===== src/rtl/tes_pkg.sv =====
// Package with item types and encoding codes for the text encoding sniffer.
package tes_pkg;

  typedef struct packed {
    logic [7:0] data_byte;
    logic       byte_present;
    logic       end_of_buffer;
  } in_item_t;

  typedef struct packed {
    logic [2:0] encoding_code;
    logic       bom_used;
    logic [2:0] bom_bytes;
    logic       detect_ok;
  } out_item_t;

  // Encoding codes reported in encoding_code.
  localparam logic [2:0] ENC_DEFAULT = 3'd0;
  localparam logic [2:0] ENC_UTF8    = 3'd1;
  localparam logic [2:0] ENC_UTF16BE = 3'd2;
  localparam logic [2:0] ENC_UTF16LE = 3'd3;
  localparam logic [2:0] ENC_UTF32BE = 3'd4;
  localparam logic [2:0] ENC_UTF32LE = 3'd5;

  // Byte order mark lengths.
  localparam logic [2:0] BOM_LEN_NONE = 3'd0;
  localparam logic [2:0] BOM_LEN_16   = 3'd2;
  localparam logic [2:0] BOM_LEN_8    = 3'd3;
  localparam logic [2:0] BOM_LEN_32   = 3'd4;

  // UTF-8 heuristic verdicts.
  localparam logic [1:0] U8_UNDECIDED = 2'd0;
  localparam logic [1:0] U8_YES       = 2'd1;
  localparam logic [1:0] U8_NO        = 2'd2;

  // Largest Unicode scalar value.
  localparam logic [31:0] MAX_CODE_POINT = 32'h0010_FFFF;

endpackage


===== src/rtl/tes_scan.sv =====
// Per-buffer scan state and verdict logic of the text encoding sniffer.
module tes_scan #(
  parameter int MIN_WIDE_WORDS = 4
) (
  input  logic               clk,
  input  logic               rst,
  input  logic               take,
  input  tes_pkg::in_item_t  item,
  output tes_pkg::out_item_t verdict
);

  localparam logic [2:0] MinWords = 3'(MIN_WIDE_WORDS);

  logic [31:0] head_bytes, head_bytes_next;
  logic [2:0]  byte_count, byte_count_next;
  logic [1:0]  lane_phase, lane_phase_next;
  logic [23:0] word_hold, word_hold_next;
  logic [1:0]  u8_verdict, u8_verdict_next;
  logic [2:0]  u8_tails, u8_tails_next;
  logic [2:0]  be16_flags, be16_flags_next;
  logic [2:0]  le16_flags, le16_flags_next;
  logic [1:0]  wide_fail, wide_fail_next;
  logic [2:0]  word_count, word_count_next;

  logic [7:0]  b;
  logic [31:0] be_word, le_word;
  logic        wide_ok;
  logic [7:0]  h0, h1, h2, h3;

  // Flags: bit 0 saw a valid unit with a zero high byte, bit 1 open high
  // surrogate, bit 2 failed.
  function automatic logic [2:0] pair_update(input logic [2:0] f,
                                             input logic [7:0] hi,
                                             input logic [7:0] lo);
    logic [2:0] r;
    r = f;
    if (!f[2]) begin
      if (hi == 8'h00) begin
        if (lo == 8'h00) r[2] = 1'b1;
        else r[0] = 1'b1;
      end else if (hi >= 8'hD8 && hi <= 8'hDB) begin
        if (f[1]) r[2] = 1'b1;
        else r[1] = 1'b1;
      end else if (hi >= 8'hDC && hi <= 8'hDF) begin
        if (!f[1]) r[2] = 1'b1;
        else r[1] = 1'b0;
      end
    end
    return r;
  endfunction

  function automatic logic word_bad(input logic [31:0] w);
    return (w == 32'h0) || (w > tes_pkg::MAX_CODE_POINT);
  endfunction

  assign b       = item.data_byte;
  assign be_word = {word_hold, b};
  assign le_word = {b, word_hold[7:0], word_hold[15:8], word_hold[23:16]};

  // State after this item's byte.
  always_comb begin
    head_bytes_next = head_bytes;
    byte_count_next = byte_count;
    lane_phase_next = lane_phase;
    word_hold_next  = word_hold;
    u8_verdict_next = u8_verdict;
    u8_tails_next   = u8_tails;
    be16_flags_next = be16_flags;
    le16_flags_next = le16_flags;
    wide_fail_next  = wide_fail;
    word_count_next = word_count;
    if (item.byte_present) begin
      if (byte_count < 3'd4) begin
        head_bytes_next[{byte_count[1:0], 3'b000} +: 8] = b;
      end
      if (byte_count != 3'd7) byte_count_next = byte_count + 3'd1;

      if (u8_verdict == tes_pkg::U8_UNDECIDED) begin
        if (u8_tails != 3'd0) begin
          if (b[7:6] == 2'b10) begin
            u8_tails_next = u8_tails - 3'd1;
            if (u8_tails == 3'd1) u8_verdict_next = tes_pkg::U8_YES;
          end else begin
            u8_verdict_next = tes_pkg::U8_NO;
          end
        end else if (b[7]) begin
          if (b <= 8'hDF) u8_tails_next = 3'd1;
          else if (b <= 8'hEF) u8_tails_next = 3'd2;
          else if (b <= 8'hF4) u8_tails_next = 3'd3;
          else if (b <= 8'hFB) u8_tails_next = 3'd4;
          else u8_verdict_next = tes_pkg::U8_NO;
        end
      end

      if (lane_phase[0]) begin
        be16_flags_next = pair_update(be16_flags, word_hold[7:0], b);
        le16_flags_next = pair_update(le16_flags, b, word_hold[7:0]);
      end

      if (lane_phase == 2'd3) begin
        if (word_bad(be_word)) wide_fail_next[0] = 1'b1;
        if (word_bad(le_word)) wide_fail_next[1] = 1'b1;
        if (word_count != 3'd7) word_count_next = word_count + 3'd1;
      end

      word_hold_next  = {word_hold[15:0], b};
      lane_phase_next = lane_phase + 2'd1;
    end
  end

  assign h0      = head_bytes_next[7:0];
  assign h1      = head_bytes_next[15:8];
  assign h2      = head_bytes_next[23:16];
  assign h3      = head_bytes_next[31:24];
  assign wide_ok = word_count_next >= MinWords;

  // Verdict for the buffer as it stands after this item.
  always_comb begin
    verdict = '0;
    if (byte_count_next != 3'd0) begin
      verdict.detect_ok = 1'b1;
      if (byte_count_next >= 3'd4) begin
        verdict.bom_used = 1'b1;
        if (h0 == 8'hEF && h1 == 8'hBB && h2 == 8'hBF) begin
          verdict.encoding_code = tes_pkg::ENC_UTF8;
          verdict.bom_bytes     = tes_pkg::BOM_LEN_8;
        end else if (h0 == 8'h00 && h1 == 8'h00 && h2 == 8'hFE && h3 == 8'hFF) begin
          verdict.encoding_code = tes_pkg::ENC_UTF32BE;
          verdict.bom_bytes     = tes_pkg::BOM_LEN_32;
        end else if (h0 == 8'hFF && h1 == 8'hFE && h2 == 8'h00 && h3 == 8'h00) begin
          verdict.encoding_code = tes_pkg::ENC_UTF32LE;
          verdict.bom_bytes     = tes_pkg::BOM_LEN_32;
        end else if (h0 == 8'hFE && h1 == 8'hFF) begin
          verdict.encoding_code = tes_pkg::ENC_UTF16BE;
          verdict.bom_bytes     = tes_pkg::BOM_LEN_16;
        end else if (h0 == 8'hFF && h1 == 8'hFE) begin
          verdict.encoding_code = tes_pkg::ENC_UTF16LE;
          verdict.bom_bytes     = tes_pkg::BOM_LEN_16;
        end else begin
          verdict.bom_used = 1'b0;
        end
      end
      if (!verdict.bom_used) begin
        verdict.bom_bytes = tes_pkg::BOM_LEN_NONE;
        if (u8_verdict_next == tes_pkg::U8_YES) begin
          verdict.encoding_code = tes_pkg::ENC_UTF8;
        end else if (be16_flags_next[2] == 1'b0 && be16_flags_next[0]) begin
          verdict.encoding_code = tes_pkg::ENC_UTF16BE;
        end else if (le16_flags_next[2] == 1'b0 && le16_flags_next[0]) begin
          verdict.encoding_code = tes_pkg::ENC_UTF16LE;
        end else if (wide_ok && !wide_fail_next[0]) begin
          verdict.encoding_code = tes_pkg::ENC_UTF32BE;
        end else if (wide_ok && !wide_fail_next[1]) begin
          verdict.encoding_code = tes_pkg::ENC_UTF32LE;
        end else begin
          verdict.encoding_code = tes_pkg::ENC_DEFAULT;
        end
      end
    end
  end

  // A verdict closes the buffer and returns the scan state to its start.
  always_ff @(posedge clk) begin
    if (rst || (take && item.end_of_buffer)) begin
      head_bytes <= '0;
      byte_count <= '0;
      lane_phase <= '0;
      word_hold  <= '0;
      u8_verdict <= tes_pkg::U8_UNDECIDED;
      u8_tails   <= '0;
      be16_flags <= '0;
      le16_flags <= '0;
      wide_fail  <= '0;
      word_count <= '0;
    end else if (take) begin
      head_bytes <= head_bytes_next;
      byte_count <= byte_count_next;
      lane_phase <= lane_phase_next;
      word_hold  <= word_hold_next;
      u8_verdict <= u8_verdict_next;
      u8_tails   <= u8_tails_next;
      be16_flags <= be16_flags_next;
      le16_flags <= le16_flags_next;
      wide_fail  <= wide_fail_next;
      word_count <= word_count_next;
    end
  end

endmodule


===== src/rtl/text_encoding_sniffer_unit.sv =====
// Top level of the text encoding sniffer: handshakes, input and result registers.
//
// The sniffer takes a text buffer one byte per item and, on the item that
// carries end_of_buffer, returns one verdict: the likely Unicode encoding,
// whether a byte order mark opened the buffer and how long it was, and
// detect_ok, which is low only for an empty buffer. An item with
// byte_present low carries no byte; with end_of_buffer high it still closes
// the buffer. The block takes one item in every cycle while in_stall is low.
// Each accepted item is held in the input register, then the scan logic
// updates its flag registers and, for the last item of a buffer, loads the
// verdict into the result register, which raises out_valid. Items that
// carry no end mark keep flowing while a verdict waits on out_stall; only
// a second end item waits behind it, and the input then raises in_stall.
// After a verdict the scan state is cleared at once, so the next buffer
// may start in the following cycle. MIN_WIDE_WORDS (1 to 7) sets how many
// complete 32-bit words the UTF-32 checks need.
module text_encoding_sniffer_unit #(
  parameter int MIN_WIDE_WORDS = 4
) (
  input  logic               clk,
  input  logic               rst,
  input  logic               in_valid,
  output logic               in_stall,
  input  tes_pkg::in_item_t  in_item,
  output logic               out_valid,
  input  logic               out_stall,
  output tes_pkg::out_item_t out_item
);

  logic               in_q_valid;
  tes_pkg::in_item_t  in_q;
  logic               proc_fire;
  tes_pkg::out_item_t verdict;

  // The held item moves on unless it needs the result register and that
  // register is still waiting to be taken.
  assign proc_fire = in_q_valid &&
                     (!in_q.end_of_buffer || !out_valid || !out_stall);
  assign in_stall  = in_q_valid && !proc_fire;

  always_ff @(posedge clk) begin
    if (rst) begin
      in_q_valid <= 1'b0;
    end else if (!in_stall) begin
      in_q_valid <= in_valid;
    end
  end

  always_ff @(posedge clk) begin
    if (!in_stall) begin
      in_q <= in_item;
    end
  end

  tes_scan #(
    .MIN_WIDE_WORDS(MIN_WIDE_WORDS)
  ) u_scan (
    .clk    (clk),
    .rst    (rst),
    .take   (proc_fire),
    .item   (in_q),
    .verdict(verdict)
  );

  // Result register: a new verdict can replace one taken in the same cycle.
  always_ff @(posedge clk) begin
    if (rst) begin
      out_valid <= 1'b0;
    end else if (proc_fire && in_q.end_of_buffer) begin
      out_valid <= 1'b1;
    end else if (!out_stall) begin
      out_valid <= 1'b0;
    end
  end

  always_ff @(posedge clk) begin
    if (proc_fire && in_q.end_of_buffer) begin
      out_item <= verdict;
    end
  end

  // An empty buffer never reports an encoding or a mark.
  a_empty_is_default: assert property (@(posedge clk) disable iff (rst)
    out_valid && !out_item.detect_ok |->
      out_item.encoding_code == tes_pkg::ENC_DEFAULT && !out_item.bom_used)
    else $error("empty buffer verdict is not the default");

  // The mark flag and the mark length agree.
  a_bom_len: assert property (@(posedge clk) disable iff (rst)
    out_valid |-> (out_item.bom_used == (out_item.bom_bytes != tes_pkg::BOM_LEN_NONE)))
    else $error("bom_used and bom_bytes disagree");

  // The input stalls only behind a verdict that is itself stalled.
  a_stall_cause: assert property (@(posedge clk) disable iff (rst)
    in_stall |-> in_q_valid && in_q.end_of_buffer && out_valid && out_stall)
    else $error("input stalled without a waiting verdict");

  // A processed end item always yields a verdict in the next cycle.
  a_verdict_follows: assert property (@(posedge clk) disable iff (rst)
    proc_fire && in_q.end_of_buffer |=> out_valid)
    else $error("verdict lost");

  // Codes above UTF-32LE are never produced.
  a_code_range: assert property (@(posedge clk) disable iff (rst)
    out_valid |-> out_item.encoding_code <= tes_pkg::ENC_UTF32LE)
    else $error("encoding code out of range");

endmodule


===== config.mk =====
export PLATFORM = sky130hd
export DESIGN_NAME = text_encoding_sniffer_unit
export DESIGN_NICKNAME = d
export VERILOG_FILES = /design/src/rtl/tes_pkg.sv /design/src/rtl/tes_scan.sv /design/src/rtl/text_encoding_sniffer_unit.sv
export SDC_FILE = /design/constraint.sdc
export NUM_CORES = 1
export LEC_CHECK = 0
export BUFFER_PORTS_ARGS = -buffer_cell sky130_fd_sc_hd__buf_2
export CAP_MARGIN = 20
export CORE_MARGIN = 3
export CORE_UTILIZATION = 60
export CTS_CLUSTER_SIZE = 20
export DETAILED_ROUTE_END_ITERATION = 12
export PLACE_DENSITY_LB_ADDON = 0.1
export RECOVER_POWER = 100
export SYNTH_ARGS = -nofsm -noshare
export SYNTH_HDL_FRONTEND = slang
export SYNTH_SLANG_ARGS = --single-unit

===== constraint.sdc =====
create_clock -name clk -period 5.1 [get_ports clk]
set_input_delay 1.02 -clock clk [delete_from_list [all_inputs] [get_ports clk]]
set_output_delay 1.02 -clock clk [all_outputs]
set_load 0.03 [all_outputs]

Yosys cells after proc, flatten, opt, wreduce, memory -nomap -nowiden

Index checks and enable logic that the tools add are counted.
W data, S select, Z words.

Output and inout bits: 10
Input port bits: 14
Logic and storage cells: 197
Register bits after elaboration: 97

Add/sub/neg operators: 5
Muxes and demuxes: 79
Eq/ne operators: 17
Bitwise logic cells: 6
Magnitude comparators: 16
Reductions and logical operators: 51
Shift-type cells: 2

Operator list:

| kind                     | count |
|---|---|
| $mux W3                  | 32 |
| $eq A8 B8 Y1 const B     | 9 |
| $gt A32 B21 Y1 const B   | 2 |
| $logic_not A32 Y1        | 2 |
| $mux W32                 | 2 |
| $le A8 B8 Y1 const B     | 7 |
| $logic_not A8 Y1         | 6 |
| $mux W2                  | 18 |
| $bwmux W32               | 1 |
| $ge A8 B8 Y1 const B     | 4 |
| $shift A8 B7 Y32 const A | 1 |
| $shiftx A8 B7 Y32        | 1 |
| $mux W1                  | 24 |
| $logic_and A1 B1 Y1      | 20 |
| $reduce_and A6 Y1        | 3 |
| $mux W7                  | 2 |
| $neg A5 Y7               | 1 |
| $add A3 B1 Y3 const B    | 2 |
| $ge A3 B3 Y1 const B     | 2 |
| $logic_not A1 Y1         | 6 |
| $ne A3 B3 Y1 const B     | 2 |
| $not A1 Y1               | 6 |
| $reduce_bool A2 Y1       | 3 |
| $reduce_bool A3 Y1       | 2 |
| other kinds (12)         | 18 |

Depth between registers and ports, before layout

Depth in word-level cells: 15
Gate-level depth with buffers: 13
Mapped depth without buffers: 9

By module

From an unflattened synthesis, not the netlist that was laid out.

Cells, all modules: 569
Area total of the unflattened synthesis: 4870.9 um^2

Modules (own cells, without submodules):

| module                     | sequential area each (um^2) | area an instance (um^2) | cells an instance | instances |
|---|---|---|---|---|
| tes_scan                   | 1541.5                      | 4234.1                  | 539               | 1 |
| text_encoding_sniffer_unit | 580.6                       | 636.9                   | 30                | 1 |

Worst setup path after synthesis

Ideal clock, no wire load.

Path type: register to register
Start point: register u_scan.byte_count[0]
End point: register out_item[7] (netlist bit) (data pin)
Clock period less this slack: 3.269 ns
Slack: 1.831 ns
Data required time: 4.840 ns
Path buffers: 1
Library setup time: 0.260 ns
Arrival time: 3.009 ns
Stages on the path, launching flop included: 11
Cells stage by stage: dfxtp_1 -> buf_2 -> inv_1 -> ha_1 -> nor4b_4 -> or4b_1 -> a2111o_1 -> and4bb_1 -> a21oi_1 -> a21boi_1 -> o21bai_1

Cells in the longest elaborated chain, start to end: 15
Elaborated cells between the ends (all ways): 46
Classes of those cells: add/sub: 2; order compare: 2; eq/ne: 10; shift: 2; mux: 16; reduce/logical: 14

RTL lines:

| element                                                      | line                             | source |
|---|---|---|
| start: declaration                                           | tes_scan.sv:15                   | `logic [2:0] byte_count, byte_count_next;` |
| start signal: assignment                                     | tes_scan.sv:177                  | `byte_count <= byte_count_next;` |
| $neg A5 Y7                                                   | tes_scan.sv:74                   | `head_bytes_next[{byte_count[1:0], 3'b000} +: 8] = b;` |
| $shiftx A8 B7 Y32 / $shift A8 B7 Y32 (equally long branches) | tes_scan.sv:74                   |  |
| $bwmux W32                                                   | tes_scan.sv:74                   |  |
| $mux W32                                                     | tes_scan.sv:73                   | `if (byte_count < 3'd4) begin` |
| $mux W32                                                     | tes_scan.sv:72                   | `if (item.byte_present) begin` |
| $eq A8 B8 Y1                                                 | tes_scan.sv:130, tes_scan.sv:136 |  |
| $logic_and A1 B1 Y1                                          | tes_scan.sv:130, tes_scan.sv:136 |  |
| $mux W1 / $logic_and A1 B1 Y1 (equally long branches)        | tes_scan.sv:136, tes_scan.sv:130 |  |
| $mux W1 / $logic_and A1 B1 Y1 (equally long branches)        | tes_scan.sv:133, tes_scan.sv:130 |  |
| $mux W1 / $mux W3 (equally long branches)                    | tes_scan.sv:130                  | `end else if (h0 == 8'hFF && h1 == 8'hFE && h2 == 8'h00 && h3 == 8'h00) begin` |
| $mux W1 / $mux W3 (equally long branches)                    | tes_scan.sv:127                  | `end else if (h0 == 8'h00 && h1 == 8'h00 && h2 == 8'hFE && h3 == 8'hFF) begin` |
| $mux W1 / $mux W3 (equally long branches)                    | tes_scan.sv:124                  | `if (h0 == 8'hEF && h1 == 8'hBB && h2 == 8'hBF) begin` |
| $mux W7                                                      | tes_scan.sv:122                  | `if (byte_count_next >= 3'd4) begin` |
| $mux W7                                                      | tes_scan.sv:120                  | `if (byte_count_next != 3'd0) begin` |
| $mux W3                                                      | tes_scan.sv:143                  | `if (!verdict.bom_used) begin` |
| end signal: assignment                                       | text_encoding_sniffer_unit.sv:78 | `out_item <= verdict;` |
| end: declaration                                             | text_encoding_sniffer_unit.sv:27 | `output tes_pkg::out_item_t out_item` |

Several ways; a longest one is shown, not always the timed one. The select of a mux whose other input is x is not followed.
A chain may end at the register's enable or synchronous reset.

Worst setup path in the final report

Start point: input out_stall
End point: register u_scan.u8_tails[0]

Cells in the longest elaborated chain, start to end: 5
Elaborated cells between the ends (all ways): 6
Classes of those cells: reduce/logical: 6

RTL lines:

| element                                                   | line                             | source |
|---|---|---|
| start: declaration                                        | text_encoding_sniffer_unit.sv:26 | `input logic out_stall,` |
| $logic_not A1 Y1 (*)                                      | --                               |  |
| $logic_or A1 B1 Y1 (*)                                    | text_encoding_sniffer_unit.sv:38 | `(!in_q.end_of_buffer \|\| !out_valid \|\| !out_stall);` |
| $logic_and A1 B1 Y1 (*)                                   | text_encoding_sniffer_unit.sv:37 | `assign proc_fire = in_q_valid &&` |
| branches (longest 2 deep; another with $reduce_and A6 Y1) | --                               |  |
| end signal: assignment                                    | tes_scan.sv:181                  | `u8_tails <= u8_tails_next;` |
| end: declaration                                          | tes_scan.sv:19                   | `logic [2:0] u8_tails, u8_tails_next;` |

Mark *: on every way between the ends.

==> summary by stage <==
Final layout
The area added between synthesis and finish is 5.52%. The filler cells instantiated in the layout total 694. The sequential cells in the finished layout cover a total of 2120 um2. The filler-free cell count of the finished design is 665. The repair_antennas step left the layout with diodes totalling 0.

The share of cells above drive strength 1 is 6.93%. The number of nets in the layout is 583. Measured on the finished design, the core utilization comes to 66.2%. The post-route standard cell area excluding fillers is 5190 um2. In the final layout, the multi-input gates occupy 2590 um2.

Timing
Setup repair after global routing left no endpoint under its margin. For the pin with the worst max-slew slack, the measured transition is 1.44 ns. Clock skew on the completed layout was measured at 0.0125 ns.

Dividing the final minimum period by the clock period gives 79.7%. On the final layout, the worst hold slack is 0.468 ns. The clock period could shrink to 4.06 ns. In the final timing run, aggregate negative setup slack is 0 ns. The final hold violation count is 0. The fmax is 246 MHz.

The tightest slew margin relative to the limit is 3.92%. The number of max-slew violations in the final report is 0. The number of failing setup endpoints in the final timing report is 0.

Worst setup path
STA classifies the critical path startpoint as an input port. The worst reg-to-reg path cell count is 9. The cell type group with the largest total delay on the critical path is buffers and inverters. The arrival time of data at the critical path endpoint is 4.25 ns. Data on the critical path is required at its endpoint by 5.28 ns. The class of the most critical setup path is in2reg. The signal on the critical path passes through clkbuf_1 -> nand3_1 -> and2_1 -> clkbuf_1 -> nand2_1 -> clkbuf_1 -> nor2_1 -> and4b_1 -> mux2i_1 -> a21oi_1. The slowest cell on the critical path is sky130_fd_sc_hd__clkbuf_1.

The cell occurring most often along the worst timing path is sky130_fd_sc_hd__clkbuf_1. The critical path contains buffers and inverters numbering 3 combined. The depth of the critical timing path with buffers and inverters included is 10.

On the worst path, the slowest cell contributes a delay of 0.79 ns. In this run the worst path has a maximum fanout of 23. STA classifies the critical path endpoint as a flop.

Yosys
After synthesis the netlist holds a flip-flop and latch count of 97. The average cell area after synthesis is 8.82 um2. During synthesis, Yosys emitted a total of 0 warnings. In this run, synthesis inferred 18 flip-flops with an integrated enable. Of the post-synthesis cell area, the dominant cell type holds 32.1%.

The share of async-settable or async-resettable flops after synthesis is 0%. The synthesized netlist occupies a cell area of 4920 um2. By area the synthesized netlist is led by sky130_fd_sc_hd__dfxtp_1 32%, sky130_fd_sc_hd__edfxtp_1 11%, sky130_fd_sc_hd__mux2i_1 7.3%, sky130_fd_sc_hd__nor2_1 5.8%, sky130_fd_sc_hd__a21oi_1 4.3%. When the netlist entered floorplanning its net count stood at 583.

The number of distinct library cells after synthesis is 68. The commonest register cell after synthesis is sky130_fd_sc_hd__dfxtp_1. The library cell with the largest summed area after synthesis is sky130_fd_sc_hd__dfxtp_1. The number of instances in the synthesized netlist is 558. The sequential cell area fraction in the yosys report is 43.1%.

Route
The number of design-rule violations left by the first detailed-router iteration is 395. The via count normalized by instance count is 6.37. The routed wire length is 11,900 um. After detailed routing, the number of remaining DRC violations is 0. The first detailed-routing pass took 5 iterations. The routed length per instance is 17.8 um. The via count of the routed design is 4,235. The final antenna-violating net count is 0.

Run
Max-cap violations in this run came to 0.

Die
After floorplanning, the core was sized to cover 7850 um2. The die outline height is 96.6 um. The die covers 9320 um2. In this run the core area contains 32 standard-cell rows.

Pin placement for this block handled 24 I/O pins. The die is 96.6 um wide. The initial utilization of the core area, before any placement, comes to 62.7%.

Pwr
The leakage power of the design is 2.01 nW. The worst-case IR drop observed on VDD is 235 uV. Dividing total power by cell area gives a power density of 278 nW/um2.

Placement
The number of placed instances, taps included, is 649. The post-place instance area is 5030 um2. During placement, the flow inserted port buffers numbering 23. Routability-driven placement finished with a final weighted congestion of 0.924.

Summed over all nets, the half-perimeter wirelength after detailed placement is 8280 um.

Clock tree
The H-tree was split into 3 levels. Gates resized during post-CTS repair numbered 0. TritonCTS built the clock tree. The tree built by TritonCTS fans out to 97 sinks. In this run the deepest clock path goes through 2 buffers. The hold-fix buffer count after cts is 0. Clock tree synthesis selected as its root buffer the cell sky130_fd_sc_hd__clkbuf_8. The clock-pin slew reported for the worst setup and hold paths after clock tree synthesis is 0.09 ns. TritonCTS created 9 clock buffers. The clock latency on the worst-skew pair is 0.37 ns.

Once the clock tree was built, the setup fixing pass inserted 0 buffers.

Global route
After global routing the overflow that remains totals 0. The first-pass GRT wire length is 19,200 um. The number of antenna violations at the first check in global routing is 0. The number of global-route vias before repair is 3,900. The maximum number of pins on one net before global-route repair is 54.

The total global-route track usage is 26.7%.

Worst hold path
The worst hold-check path type is reg2reg. The worst hold path was traced through 2 stages.

Status
The flow ran to the end, and the final reports show no timing, DRC or antenna violations.
[state kept, by name (all words and copies together) (netlist names), 3 cells and up]
| name | flops |
|---|---|
| in_q | 10 |
| out_item | 8 |
| u_scan.be16_flags | 3 |
| u_scan.byte_count | 3 |
| u_scan.head_bytes | 32 |
| u_scan.le16_flags | 3 |
| u_scan.u8_tails | 3 |
| u_scan.word_count | 3 |
| u_scan.word_hold | 24 |
[synth_stat cells (5+ instances only)]
cell type and number:
sky130_fd_sc_hd__or3_1 7, sky130_fd_sc_hd__nand2_1 47, sky130_fd_sc_hd__ha_1 11, sky130_fd_sc_hd__o211ai_1 5
sky130_fd_sc_hd__a22oi_1 7, sky130_fd_sc_hd__buf_2 6, sky130_fd_sc_hd__and3_1 8, sky130_fd_sc_hd__nor4_1 8
sky130_fd_sc_hd__mux2i_1 36, sky130_fd_sc_hd__o21ai_0 8, sky130_fd_sc_hd__edfxtp_1 18, sky130_fd_sc_hd__inv_1 10
sky130_fd_sc_hd__nor3_1 16, sky130_fd_sc_hd__a21oi_1 42, sky130_fd_sc_hd__dfxtp_1 79, sky130_fd_sc_hd__a211oi_1 8
sky130_fd_sc_hd__and2_1 5, sky130_fd_sc_hd__clkbuf_1 25, sky130_fd_sc_hd__nand3_1 26, sky130_fd_sc_hd__a31oi_1 11
sky130_fd_sc_hd__buf_1 5, sky130_fd_sc_hd__or4_1 8, sky130_fd_sc_hd__nand4_1 7, sky130_fd_sc_hd__nor2_1 76
[where the power goes]
part           switching, W  total, W  internal [W]
Combinational     0.0000732  0.000116     0.0000423
Clock              0.000273  0.000505      0.000232
Sequential        0.0000285  0.000822      0.000793
Total              0.000375   0.00144       0.00107
[final timing paths]
| check | from | to | slack (ns) |
|---|---|---|---|
| hold / removal | u_scan.head_bytes[4]$_SDFFE_PP0P_ | u_scan.head_bytes[4]$_SDFFE_PP0P_ | 0.47 |
| setup / recovery | out_stall | u_scan.u8_tails[0]$_SDFFE_PP0P_ | 1.04 |
| setup reg to reg | u_scan.byte_count[0]$_SDFFE_PP0P_ | out_item[6]$_SDFFCE_PN0P_ | 1.05 |
| hold reg to reg | u_scan.head_bytes[4]$_SDFFE_PP0P_ | u_scan.head_bytes[4]$_SDFFE_PP0P_ | 0.47 |
[cell families after synthesis]
group	after synthesis	synth area share, %
compound gates	109	14.4
xor+xnor	5	0.890
fa+ha+maj	11	2.80
buf+inv	47	3.82
flops	97	43.1
mux	37	7.55
simple gates	252	27.4
[cells in the final DEF, fill, tap and decap left out, types with 12 or more instances in the layout]
| master | count |
|---|---|
| sky130_fd_sc_hd__buf_2 | 12 |
| sky130_fd_sc_hd__a31oi_1 | 12 |
| sky130_fd_sc_hd__nand3_1 | 26 |
| sky130_fd_sc_hd__nand2_1 | 47 |
| sky130_fd_sc_hd__edfxtp_1 | 18 |
| sky130_fd_sc_hd__a21oi_1 | 42 |
| sky130_fd_sc_hd__mux2i_1 | 36 |
| sky130_fd_sc_hd__dfxtp_1 | 79 |
| sky130_fd_sc_hd__clkbuf_1 | 15 |
| sky130_fd_sc_hd__nor3_1 | 16 |
| sky130_fd_sc_hd__nor2_1 | 76 |
[area by class of cell]
type	count	area share, %
clock buffers	11	2.53
clock inverters	5	1.23
inverters	10	0.723
multi-input cells	414	50.0
flip-flops and latches	97	40.9
well taps	102	2.46
repair buffers	26	2.19
[stage by stage]
step / total power [W] / setup slack (ns)
2_1_floorplan: 0.000917 / 1.83
3_3_place_gp: 0.000950 / 1.43
3_5_place_dp: 0.000953 / 1.25
4_1_cts: 0.00145 / 1.25
5_1_grt: 0.00150 / 0.806
6_report: 0.00144 / 1.04
[worst min-delay path, cell delays in order, from the launching register on]
cell and delay, ns:
sky130_fd_sc_hd__dfxtp_1 0.32, sky130_fd_sc_hd__nand2_1 0.05, sky130_fd_sc_hd__a21oi_1 0.06
[metal layers]
metal	GRT usage (%)	part of all wire (%)	vias up
li1	-	-	2042
met1	35.6	44	1987
met2	42.5	46	176
met3	4.65	6.9	30
met5	0	0	-
met4	11.9	2.8	0
No activity file was read; power rests on OpenSTA's default activity.
